[src/rtl/xks_pkg.sv]
// ----------------------------------------------------------------------------
// xks_pkg
// Shared sizes, constants, state and bus types for the keystream decryptor.
// ----------------------------------------------------------------------------
package xks_pkg;

  localparam int KEY_WORDS     = 1024;
  localparam int FULL_WORDS    = 512;
  localparam int STRIDE        = 64;
  localparam int CHECK_WORDS   = 128;
  localparam int ROUNDS        = 6;
  localparam int NUM_KEY_PARTS = 4;

  localparam int KA_W    = (KEY_WORDS > 1) ? $clog2(KEY_WORDS) : 1;
  localparam int POS_MAX = (FULL_WORDS > CHECK_WORDS) ? FULL_WORDS : CHECK_WORDS;
  localparam int POS_W   = $clog2(POS_MAX + 1);
  localparam int PH_W    = (STRIDE > 1) ? $clog2(STRIDE) : 1;
  localparam int RND_W   = (ROUNDS > 1) ? $clog2(ROUNDS) : 1;
  localparam int CFG_IDX_W = 8;

  localparam logic [31:0] DELTA_WORD = 32'h9e37_79b9;

  // register indexes on the configuration channel
  localparam logic [CFG_IDX_W-1:0] REG_KEY_PART_0 = CFG_IDX_W'(0);
  localparam logic [CFG_IDX_W-1:0] REG_KEY_PART_1 = CFG_IDX_W'(1);
  localparam logic [CFG_IDX_W-1:0] REG_KEY_PART_2 = CFG_IDX_W'(2);
  localparam logic [CFG_IDX_W-1:0] REG_KEY_PART_3 = CFG_IDX_W'(3);

  typedef enum logic [2:0] {
    ST_IDLE,
    ST_EXP_RD,
    ST_EXP_MIX,
    ST_EXP_WR,
    ST_KEY_RD,
    ST_EMIT
  } state_t;

  typedef struct packed {
    logic            we;
    logic [KA_W-1:0] waddr;
    logic [31:0]     wdata;
    logic [KA_W-1:0] raddr_a;
    logic [KA_W-1:0] raddr_b;
  } ram_req_t;

endpackage

[src/rtl/xks_mix_unit.sv]
// ----------------------------------------------------------------------------
// xks_mix_unit
// XXTEA mixing step, two halves registered, then added onto the old word.
// ----------------------------------------------------------------------------
module xks_mix_unit (
  input  logic        clk,
  input  logic [31:0] y,
  input  logic [31:0] z,
  input  logic [31:0] sum,
  input  logic [31:0] k,
  input  logic [31:0] old,
  output logic [31:0] result
);
  import xks_pkg::*;

  logic [31:0] a_r;
  logic [31:0] b_r;
  logic [31:0] old_r;

  always_ff @(posedge clk) begin
    a_r   <= ((z >> 5) ^ (y << 2)) + ((y >> 3) ^ (z << 4));
    b_r   <= (sum ^ y) + (k ^ z);
    old_r <= old;
  end

  assign result = old_r + (a_r ^ b_r);

endmodule

[config.mk]
export PLATFORM = sky130hd
export DESIGN_NAME = xks_mix_unit
export DESIGN_NICKNAME = d
export VERILOG_FILES = /design/src/rtl/xks_pkg.sv /design/src/rtl/xks_mix_unit.sv
export SDC_FILE = /design/constraint.sdc
export NUM_CORES = 1
export LEC_CHECK = 0
export BUFFER_PORTS_ARGS = -buffer_cell sky130_fd_sc_hd__buf_2
export CORE_MARGIN = 2
export CORE_UTILIZATION = 40
export CTS_CLUSTER_DIAMETER = 60
export DETAILED_ROUTE_END_ITERATION = 10
export SLEW_MARGIN = 20
export SYNTH_ARGS = -nofsm -noshare
export SYNTH_HDL_FRONTEND = slang
export SYNTH_SLANG_ARGS = --single-unit
[constraint.sdc]
create_clock -name clk -period 3.1 [get_ports clk]
set_input_delay 0.155 -clock clk [delete_from_list [all_inputs] [get_ports clk]]
set_output_delay 0.155 -clock clk [all_outputs]
set_load 0.005 [all_outputs]
Yosys cells after proc, flatten, opt, wreduce, memory -nomap -nowiden
Cells that the tools add are included.

Logic and storage cells: 11. Output and inout port bits: 32. Bits in registers: 96.

Bitwise logic cells: 5. Add/sub/neg operators: 3.

Operator list (number): 32-bit adder (3); 32-bit bitwise XOR (3); 27-bit by 32-bit bitwise XOR with 32-bit output (1); 29-bit by 32-bit bitwise XOR with 32-bit output (1).

Depth between registers and ports, before layout
Gate-level depths: netlist (run 1).

Word-level depth: 2. Mapped depth: 13. Depth with buffers taken out: 13.

Worst setup path after synthesis (run 1)
No wires, ideal clock.

Kind: input port to flip-flop. Start point: in y[3]. End point: reg a_r[28]. Path buffers: 0. Setup slack: 0.285 ns. Stages: 11. Arrival: 2.743 ns. Cell sequence: ha_1 -> fa_1 -> a21o_1 -> a221oi_4 -> a22oi_2 -> a221o_2 -> a311o_2 -> a41oi_2 -> o31ai_2 -> a21oi_2 -> xnor2_1.

Longest elaborated chain between the ends: 2. Elaborated cells between the ends (all ways): 3.

RTL lines: from (decl) (RTL line xks_mix_unit.sv:7) `input logic [31:0] y,`; 27-bit by 32-bit bitwise XOR with 32-bit output / 29-bit by 32-bit bitwise XOR with 32-bit output (equally long branches) (RTL line xks_mix_unit.sv:21) `a_r <= ((z >> 5) ^ (y << 2)) + ((y >> 3) ^ (z << 4));`; 32-bit adder (*) (RTL line xks_mix_unit.sv:21); to (signal assigned) (RTL line xks_mix_unit.sv:21); to (decl) (RTL line xks_mix_unit.sv:16) `logic [31:0] a_r;`.

Every way passes the cells marked *; elsewhere a longest branch is shown, timed or not.

Worst setup path in the final report (run 1)
Start point: reg a_r[0]. End point: out result[30].

Longest elaborated chain between the ends: 2.

RTL lines: 32-bit bitwise XOR (RTL line xks_mix_unit.sv:26) `assign result = old_r + (a_r ^ b_r);`; 32-bit adder (RTL line xks_mix_unit.sv:26); to (decl) (RTL line xks_mix_unit.sv:12) `output logic [31:0] result`.

No other way between the ends.

==> impl_summary.txt, run 1 <==
----------------------------------------------------
[Run status]
  Status ... complete, but fails checks
  Violated checks ... setup timing

[Setup path]
  Cell family with the largest share of critical-path delay ... compound AO/OA/AOI/OAI gates
  WP buf/inv ... 2
  Maximum single-stage delay on the critical path ... 0.36 ns
  Critical path peak fanout ... 3
  Arrival time at the worst endpoint ... 3.12 ns
  Worst path slowest cell ... fa_2
  Type of the setup path with the least slack ... flop to output port
  Critical path, cell by cell ... xor2_2, ha_2, inv_2, fa_2, nor2b_4, o2111ai_4, a21oi_4, o31ai_4, a31oi_4, a311oi_4, o31ai_2, a21oi_2, xnor2_1, buf_2
  Type of element launching the critical path ... flop
  Crit. End Element ... output port
  Worst Path Required ... 2.94 ns

[Placed design]
  Sum of net half-perimeters after detailed placement ... 20,100 um
  IO Port Bufs ... 192
  Total placed cells including tap cells ... 1,393
  Final weighted congestion of routability-driven global placement ... 0.899
  Area post-placement ... 9560 sq um

[Clock network]
  Inserted Clock Buffers ... 9
  CTS root buf ... clkbuf_16
  Number of clock sinks ... 96
  Maximum buffer depth of the clock tree ... 2
  Clock transition at the register clock pins on the worst setup and hold paths after CTS ... 0.06 ns
  Clock tree from TritonCTS ... done
  Number of H-tree branching levels ... 3

[Timing]
  Final worst-path cycle share ... 1.06
  Final hold violation count ... 0
  Worst Slack Setup Final ... -0.173 ns
  Setup repair after global routing missed its margin ... yes
  Worst hold slack after final layout ... 0.0877 ns
  Worst relative slew slack ... 0.513
  Endpoints failing setup ... 6
  Final critical path time including I/O delays and setup ... 3.27 ns
  Actual slew at the worst max-slew pin ... 0.722 ns
  Max Clk Rate ... 305 MHz
  Final Slew Violations ... 0

[Finish]
  Post-layout util ... 0.540
  Final std cells w/o fill ... 1,452
  Count of fill cells added during filler insertion ... 1,853
  Final design area excluding fillers ... 10,500 sq um
  Share of post-route cells with drive strength above 1 ... 0.264
  Area growth syn-to-layout ... 31.9%
  Net total in the final layout ... 1,442

[Floorplanning]
  Floorplan Core Area ... 19,500 sq um
  Width of the die ... 145 um
  # IOs ... 193
  Height of the chip ... 145 um
  Starting utilization of the core area ... 0.409
  Floorplan row count ... 51
  Die area ... 21,100 sq um

[Power and ir drop]
  VDD IR max ... 0.345 mV
  Power density relative to cell area ... 946 nW/um^2
  Leakage ... 5.11 nW

[Drt]
  Length of the first detailed-routing pass in iterations ... 5
  Number of remaining DRC errors ... 0
  Routed WL per cell ... 16.9 um
  Initial DRC count ... 389
  Routed Wire Length ... 24,500 um
  Via count ... 7,497
  Number of nets still failing antenna checks after routing ... 0
  Vias/cell ... 5.16

[Global route]
  Total gr overflow ... 0
  Global-route wire length before repair ... 38,000 um
  Largest net degree at the start of global routing ... 17
  GRT Overall Usage ... 0.227
  Antenna violations before repair ... 0
  Number of global-route vias before repair ... 7,215

[Logic synthesis]
  Synth top cells by count ... xor2_1 (171), ha_1 (97), dfxtp_1 (96)
  Yosys warnings ... 0
  Number of cells produced by synthesis ... 904
  Top-count cell post-synth ... xor2_1
  Fraction of registers with async set or reset after synthesis ... 0
  Post-synth EDFFs ... 0
  Synth Area per Inst ... 8.83 sq um
  Syn nets ... 1,165
  Biggest area consumer among synthesized cells ... dfxtp_1
  Post-Synthesis Cell Area ... 7990 sq um
  Primary FF master, synth ... dfxtp_1
  Post-synthesis cell type count ... 58
  Synth top area cells ... dfxtp_1 (24%), xor2_1 (19%), ha_1 (15%)
  Share of the synthesized area in the top cell type ... 0.241
  Sequential element share of the synthesized area ... 0.241
  Flop and latch count out of synthesis ... 96

[Flow run]
  Max capacitance violation total ... 0

[Hold path]
  HP Class ... primary input to flop

----------------------------------------------------
repair_timing:
item	4_1_cts	5_1_grt
resized for setup	25	29
pin swaps	19	25
hold buffers	32	0
endpoints found under the setup margin	12	15
endpoints found under the hold margin	32	0
setup buffers	10	3
cell families (layout without fill, tap and decap cells):
family,Yosys count,after routing,share of synthesized area
AO/OA/AOI/OAI,267,267,0.223
multiplexers,1,1,0.00125
adder cells (fa/ha/maj),100,100,0.160
buffers and inverters,37,319,0.0174
flip-flops,96,96,0.241
XOR/XNOR,231,231,0.253
other,0,1,0
AND/OR/NAND/NOR,172,172,0.105
registers in the layout, summed over array words and instances (netlist names):
name,flops
a_r,32
old_r,32
b_r,32
routing by layer:
metal | global-route usage | vias to the layer above | routed length (um) | share of wire
met5 | 0 | - | 0 | 0
met4 | 0.0593 | 0 | 452 | 0.018
met3 | 0.0255 | 30 | 1010 | 0.041
met2 | 0.370 | 228 | 11100 | 0.46
met1 | 0.319 | 3446 | 11900 | 0.48
li1 | - | 3793 | - | -
per-stage QoR:
| step | setup TNS (ns) | worst slack, ns | total power [W] |
|---|---|---|---|
| after global routing | -1.96 | -0.391 | 0.0108 |
| after global placement | -0.0683 | -0.0580 | 0.00787 |
| final | -0.500 | -0.173 | 0.00996 |
| after floorplan | 0 | 0.285 | 0.00579 |
| after detailed placement | -0.219 | -0.101 | 0.00791 |
| after CTS | -0.774 | -0.219 | 0.00957 |
worst paths after layout:
path	end	from	slack [ns]	depth (start not counted)
worst max-delay path	result[30]	a_r[0]	-0.17	14
worst min-delay path	a_r[0]	z[5]	0.09	2
layout by cell type (no fill, tap or decap), types with 9 or more instances in the layout:
| cell type | synthesis | routed |
|---|---|---|
| nand4_1 | 9 | 9 |
| a21o_1 | 54 | 54 |
| nand2_1 | 47 | 46 |
| xor2_1 | 171 | 167 |
| clkbuf_16 | 0 | 9 |
| buf_2 | 0 | 192 |
| nor2b_1 | 11 | 10 |
| and3_1 | 14 | 14 |
| a21oi_1 | 78 | 70 |
| o21ai_0 | 41 | 37 |
| o21a_1 | 15 | 15 |
| and2_1 | 9 | 9 |
| xnor2_1 | 60 | 59 |
| dfxtp_1 | 96 | 93 |
| a31oi_1 | 13 | 10 |
| nand3_1 | 14 | 13 |
| nor2_1 | 42 | 40 |
| buf_4 | 0 | 54 |
| ha_1 | 97 | 94 |
| a211oi_1 | 10 | 9 |
| inv_1 | 25 | 24 |
| dlygate4sd3_1 | 0 | 32 |
cell type report:
class	count	area, sq um	share of cell area
diodes	1	2.50	0.000238
clock buffers	11	233	0.0221
clock inverters	5	86.3	0.00819
inverters	25	93.8	0.00891
multi-input cells	771	6180	0.586
flip-flops and latches	96	1930	0.183
well taps	265	332	0.0315
repair buffers	278	1690	0.160
where the power goes:
part	total, W	switching [W]	internal (W)
registers	0.00179	0.000172	0.00162
clock network	0.00120	0.000484	0.000715
logic	0.00698	0.00370	0.00327
total	0.00996	0.00436	0.00561
Note: power is estimated with default switching activity, not from simulation.
==> run 2: changes to the inputs <==
--- a/config.mk
+++ b/config.mk
@@ -10,6 +10,7 @@
 export CORE_UTILIZATION = 40
 export CTS_CLUSTER_DIAMETER = 60
 export DETAILED_ROUTE_END_ITERATION = 10
+export PLACE_DENSITY = 0.71
 export SLEW_MARGIN = 20
 export SYNTH_ARGS = -nofsm -noshare
 export SYNTH_HDL_FRONTEND = slang
==> constraint.sdc (replaced) <==
create_clock -name clk -period 3.2 [get_ports clk]
set_input_delay 0.16 -clock clk [delete_from_list [all_inputs] [get_ports clk]]
set_output_delay 0.16 -clock clk [all_outputs]
set_load 0.005 [all_outputs]
==> impl_summary.txt, run 2 (same netlist as run 1, synthesis figures left out) <==
----------------------------------------------------
[Timing]
  Final hold violation count ... 0 (unchanged)
  Final Slew Violations ... 0 (unchanged)
  Actual slew at the worst max-slew pin ... 0.572 ns (-0.150 ns)
  Final critical path time including I/O delays and setup ... 3.32 ns
  Worst Slack Setup Final ... -0.116 ns (+0.0579 ns)
  Accumulated negative setup slack ... -0.372 ns (+0.128 ns)
  Final worst-path cycle share ... 1.04
  Setup repair after global routing missed its margin ... yes
  Max Clk Rate ... 302 MHz
  Endpoints failing setup ... 5 (-1)
  Worst relative slew slack ... 0.614 (+0.101)

[Clock network]
  Maximum buffer depth of the clock tree ... 2 (unchanged)
  Inserted Clock Buffers ... 9 (unchanged)
  Number of clock sinks ... 96 (unchanged)
  Number of H-tree branching levels ... 3 (unchanged)
  Clock transition at the register clock pins on the worst setup and hold paths after CTS ... 0.06 ns (about the same)
  Clock tree from TritonCTS ... done
  CTS root buf ... clkbuf_16

[Finish]
  Final std cells w/o fill ... 1,422 (-2.1%)
  Commonest non-fill, non-tap cell in the layout ... buf_2
  Area growth syn-to-layout ... 28.4%
  Ant. Diodes ... 0 (-1)
  Largest regs ... a_r (32), b_r (32), old_r (32)
  Net total in the final layout ... 1,415 (-1.9%)
  Count of fill cells added during filler insertion ... 1,810 (-2.3%)
  Share of post-route cells with drive strength above 1 ... 0.237 (-0.0271)
  Top library cells by usage in the layout, fill and taps aside ... buf_2 (192), xor2_1 (169), ha_1 (95)

[Floorplanning]
  Floorplan row count ... 51 (unchanged)
  Floorplan Core Area ... 19,500 sq um (unchanged)
  Height of the chip ... 145 um (unchanged)
  Starting utilization of the core area ... 0.409 (unchanged)
  Die area ... 21,100 sq um (unchanged)
  # IOs ... 193 (unchanged)
  Width of the die ... 145 um (unchanged)

[Global route]
  Largest net degree at the start of global routing ... 16 (-1)
  Total gr overflow ... 0 (unchanged)
  GRT Overall Usage ... 0.226 (-0.00138)
  Number of global-route vias before repair ... 7,217 (+0.028%)
  Antenna violations before repair ... 0 (unchanged)
  Global-route wire length before repair ... 38,000 um (+0.18%)

[Setup path]
  Crit. End Element ... output port
  Critical Path Start ... b_r[0]
  Worst Path Required ... 3.04 ns (+0.10 ns)
  Critical path peak fanout ... 2 (-1)
  Arrival time at the worst endpoint ... 3.16 ns (+0.04 ns)
  Type of element launching the critical path ... flop
  Type of the setup path with the least slack ... flop to output port

[Power and ir drop]
  Power density relative to cell area ... 901 nW/um^2 (-4.7%)
  Leakage ... 4.96 nW (-2.8%)
  VDD IR max ... 0.391 mV (+13%)

[Drt]
  Number of remaining DRC errors ... 0 (unchanged)
  Initial DRC count ... 423 (+8.7%)
  Length of the first detailed-routing pass in iterations ... 5 (unchanged)
  Vias/cell ... 5.30 (+2.6%)
  Via count ... 7,531 (+0.45%)
  Routed WL per cell ... 17.5 um (+3.6%)
  Routed Wire Length ... 24,800 um (+1.5%)
  Number of nets still failing antenna checks after routing ... 0 (unchanged)

[Hold path]
  HP Class ... primary input to flop
  Source of the worst hold timing path ... z[5]

[Placed design]
  Total placed cells including tap cells ... 1,369 (-1.7%)
  IO Port Bufs ... 192 (unchanged)
  Final weighted congestion of routability-driven global placement ... 0.963 (+7.2%)
  Sum of net half-perimeters after detailed placement ... 20,100 um (about the same)

[Run status]
  Status ... complete, but fails checks
  Violated checks ... setup timing

[Flow run]
  Max capacitance violation total ... 0 (unchanged)

----------------------------------------------------
==> run 2: path summary, 6_finish.rpt <==
kind / slack [ns] / endpoint / depth (start not counted)
worst max-delay path: -0.12 / result[24] / 15
worst min-delay path: 0.16 / a_r[0] / 2
==> run 2: what timing repair did <==
item / CTS / global route
pin swaps: 12 / 15
endpoints found under the setup margin: 8 / 12
hold endpoints to repair: 32 / 0
hold buffers: 32 / 0
buffers inserted: 5 / 3
cloned: 0 / 0
resized for setup: 19 / 22
==> run 2: layout make-up <==
class                      instances  area (sq um)  area share
clock buffer                       9           225      0.0220
clock inverter                     5          57.6     0.00561
inverter                          25          93.8     0.00915
multi-input combinational        771          6130       0.598
sequential                        96          1920       0.188
tap                              265           332      0.0323
timing repair buffer             251          1490       0.145
==> run 2: power by group <==
group / leakage, nW / internal (W) / switching [W]
clock: 0.142 / 0.000598 / 0.000445
sequential: 0.810 / 0.00156 / 0.000167
combinational: 4.01 / 0.00298 / 0.00348
==> run 2: critical path: stages, from the launching register on <==
cell and delay [ns]:
dfxtp_2 0.32, xor2_1 0.16, ha_2 0.19, inv_2 0.05, fa_2 0.23, nor2b_4 0.05
o2111ai_2 0.21, a21oi_2 0.11, o31ai_4 0.30, a31oi_4 0.15, buf_4 0.17, a311oi_4 0.27
o21bai_1 0.13, a21oi_2 0.19, xnor2_2 0.14, buf_2 0.14
==> run 2: stage by stage <==
step / area [sq um] / hold WS [ns] / setup slack (ns) / util / power (W)
after global placement: 9380 / 0.263 / 0.0284 / 0.481 / 0.00749
after global routing: 10300 / 0.133 / -0.305 / 0.525 / 0.00996
after detailed placement: 9380 / 0.264 / 0.0149 / 0.481 / 0.00752
after CTS: 10100 / 0.126 / -0.132 / 0.517 / 0.00886
after floorplan: 7990 / 0.188 / 0.380 / - / 0.00561
final: 10300 / 0.163 / -0.116 / 0.525 / 0.00924
==> run 2: per-layer routing <==
| metal | global-route usage | up-vias | part of all wire |
|---|---|---|---|
| met3 | 0.0330 | 63 | 0.057 |
| met4 | 0.0922 | 0 | 0.034 |
| met1 | 0.303 | 3458 | 0.45 |
| li1 | - | 3732 | - |
| met2 | 0.363 | 278 | 0.46 |
| met5 | 0 | - | 0 |
==> run 3: changes to the inputs <==
--- a/config.mk
+++ b/config.mk
@@ -11,6 +11,7 @@
 export CTS_CLUSTER_DIAMETER = 60
 export DETAILED_ROUTE_END_ITERATION = 10
 export PLACE_DENSITY = 0.71
+export RECOVER_POWER = 50
 export SLEW_MARGIN = 20
 export SYNTH_ARGS = -nofsm -noshare
 export SYNTH_HDL_FRONTEND = slang
==> impl_summary.txt, run 3 (same netlist as run 1, synthesis figures left out) <==
----------------------------------------------------
[Hold path]
  HP Class ... primary input to flop
  Number of cells on the worst hold path ... 2 (unchanged)

[Clock network]
  Clock tree from TritonCTS ... done
  Clock transition at the register clock pins on the worst setup and hold paths after CTS ... 0.06 ns (about the same)
  Inserted Clock Buffers ... 9 (unchanged)
  Number of clock sinks ... 96 (unchanged)
  Maximum buffer depth of the clock tree ... 2 (unchanged)
  Number of H-tree branching levels ... 3 (unchanged)
  CTS root buf ... clkbuf_16

[Finish]
  Final std cells w/o fill ... 1,422 (unchanged)
  Ant. Diodes ... 0 (unchanged)
  Net total in the final layout ... 1,415 (unchanged)
  Area growth syn-to-layout ... 27.9%
  Share of post-route cells with drive strength above 1 ... 0.226 (-0.0112)
  Top library cells by usage in the layout, fill and taps aside ... buf_2 (183), xor2_1 (169), ha_1 (95)
  Largest regs ... a_r (32), b_r (32), old_r (32)
  Commonest non-fill, non-tap cell in the layout ... buf_2

[Drt]
  Length of the first detailed-routing pass in iterations ... 5 (unchanged)
  Number of remaining DRC errors ... 0 (unchanged)
  Amount of wire on met2 after detailed routing ... 11,400 um (about the same)
  Topmost layer with routed signal wires ... met4
  Wire length on met3 ... 1430 um (+1.3%)
  Routed WL per cell ... 17.5 um (+0.11%)
  Vias/cell ... 5.33 (+0.56%)
  Routed Wire Length ... 24,900 um (+0.11%)
  Initial DRC count ... 433 (+2.4%)
  WL met1 ... 11,200 um (+0.19%)
  Number of nets still failing antenna checks after routing ... 0 (unchanged)
  Via count ... 7,573 (+0.56%)

[Flow run]
  Max capacitance violation total ... 0 (unchanged)

[Global route]
  Largest net degree at the start of global routing ... 16 (unchanged)
  Total gr overflow ... 0 (unchanged)
  Number of global-route vias before repair ... 7,217 (unchanged)
  Global-route wire length before repair ... 38,000 um (unchanged)
  Antenna violations before repair ... 0 (unchanged)
  GRT Overall Usage ... 0.226 (unchanged)

[Placed design]
  Sum of net half-perimeters after detailed placement ... 20,100 um (unchanged)
  Total placed cells including tap cells ... 1,369 (unchanged)
  Final weighted congestion of routability-driven global placement ... 0.963 (unchanged)
  IO Port Bufs ... 192 (unchanged)
  Worst-case setup slack after placement ... 0.0149 ns (unchanged)

[Timing]
  Worst Slack Setup Final ... -0.115 ns (+0.000407 ns)
  Max Clk Rate ... 302 MHz (about the same)
  Worst relative slew slack ... 0.616 (+0.00201)
  Final Slew Violations ... 0 (unchanged)
  Actual slew at the worst max-slew pin ... 0.569 ns (-0.00299 ns)
  Endpoints failing setup ... 5 (unchanged)
  Final worst-path cycle share ... 1.04 (about the same)
  Final hold violation count ... 0 (unchanged)
  Setup repair after global routing missed its margin ... yes
  Final critical path time including I/O delays and setup ... 3.32 ns (-0.000407 ns)

[Floorplanning]
  Die area ... 21,100 sq um (unchanged)
  Height of the chip ... 145 um (unchanged)
  Floorplan Core Area ... 19,500 sq um (unchanged)
  Width of the die ... 145 um (unchanged)
  # IOs ... 193 (unchanged)
  Starting utilization of the core area ... 0.409 (unchanged)
  Floorplan row count ... 51 (unchanged)

[Power and ir drop]
  VDD IR max ... 0.391 mV (about the same)
  Net Switching ... 0.00409 W (about the same)
  Power density relative to cell area ... 903 nW/um^2 (+0.23%)
  Switching fraction of total power ... 0.444 (about the same)
  Combinational cell fraction of total power ... 0.700 (about the same)
  Leakage ... 4.93 nW (-0.71%)
  Sequential power share ... 0.188 (about the same)
  Total internal power ... 0.00513 W (-0.23%)
  Part of the total power dissipated in the clock network ... 0.113 (about the same)

[Run status]
  Status ... complete, but fails checks
  Violated checks ... setup timing

[Setup path]
  Type of element launching the critical path ... flop
  Arrival time at the worst endpoint ... 3.16 ns (about the same)
  Critical path peak fanout ... 2 (unchanged)
  Type of the setup path with the least slack ... flop to output port
  Worst Path Required ... 3.04 ns (about the same)
  Crit. End Element ... output port

----------------------------------------------------
[run 3: cell count changes in the layout (fill, tap and decap cells not counted)]
cell      before  now
a22oi_2        1    0
a221oi_4       1    0
clkbuf_1       0   11
a22oi_1        1    2
a221oi_1       3    4
buf_4         26   24
buf_2        192  183
[run 3: power by group through the flow]
stage	Clock (W)	Combinational [W]	Sequential, W
floorplan	0	0.00389	0.00171
global placement	0	0.00575	0.00173
detailed placement	0	0.00578	0.00175
CTS	0.00107	0.00608	0.00172
global route	0.00112	0.00707	0.00176
finish	0.00104	0.00645	0.00173
[run 3: per-layer routing]
metal / GRT usage / up-vias
met1: 0.303 / 3497
li1: - / 3732
met4: 0.0922 / 0
met5: 0 / -
met2: 0.363 / 286
met3: 0.0330 / 58
[run 3: worst max-delay path, stage by stage (launching register included)]
cell and delay, ns:
dfxtp_2 0.32, xor2_1 0.16, ha_2 0.19, inv_2 0.05, fa_2 0.23, nor2b_4 0.05
o2111ai_2 0.21, a21oi_2 0.11, o31ai_4 0.30, a31oi_4 0.15, buf_4 0.17, a311oi_4 0.27
o21bai_1 0.13, a21oi_2 0.19, xnor2_2 0.14, buf_2 0.14
[run 3: cell type report]
cell class              instances  area, sq um
clock buffers                   9          225
flip-flops and latches         96         1920
inverters                      25         93.8
fillers                      1823         9320
well taps                     265          332
repair buffers                251         1470
clock inverters                 5         57.6
multi-input cells             771         6110
[run 3: metrics by stage]
stage / util / area [sq um] / hold WS (ns) / setup TNS, ns / total power (W)
final: 0.523 / 10200 / 0.164 / -0.362 / 0.00922
after global routing: 0.523 / 10200 / 0.133 / -1.74 / 0.00995
after CTS: 0.517 / 10100 / 0.126 / -0.318 / 0.00886
after detailed placement: 0.481 / 9380 / 0.264 / 0 / 0.00752
after global placement: 0.481 / 9380 / 0.263 / 0 / 0.00749
after floorplan: - / 7990 / 0.188 / 0 / 0.00561
[run 3: path summary, 6_finish.rpt]
kind	startpoint	to	slack, ns
worst max-delay path	b_r[0]	result[24]	-0.12
worst min-delay path	z[5]	a_r[0]	0.16
[run 3: timing repair]
item / in CTS / in global routing
endpoints found under the hold margin: 32 / 0
setup buffers: 5 / 3
resized for setup: 19 / 22
endpoints found under the setup margin: 8 / 12
pin swaps: 12 / 15
hold buffers: 32 / 0
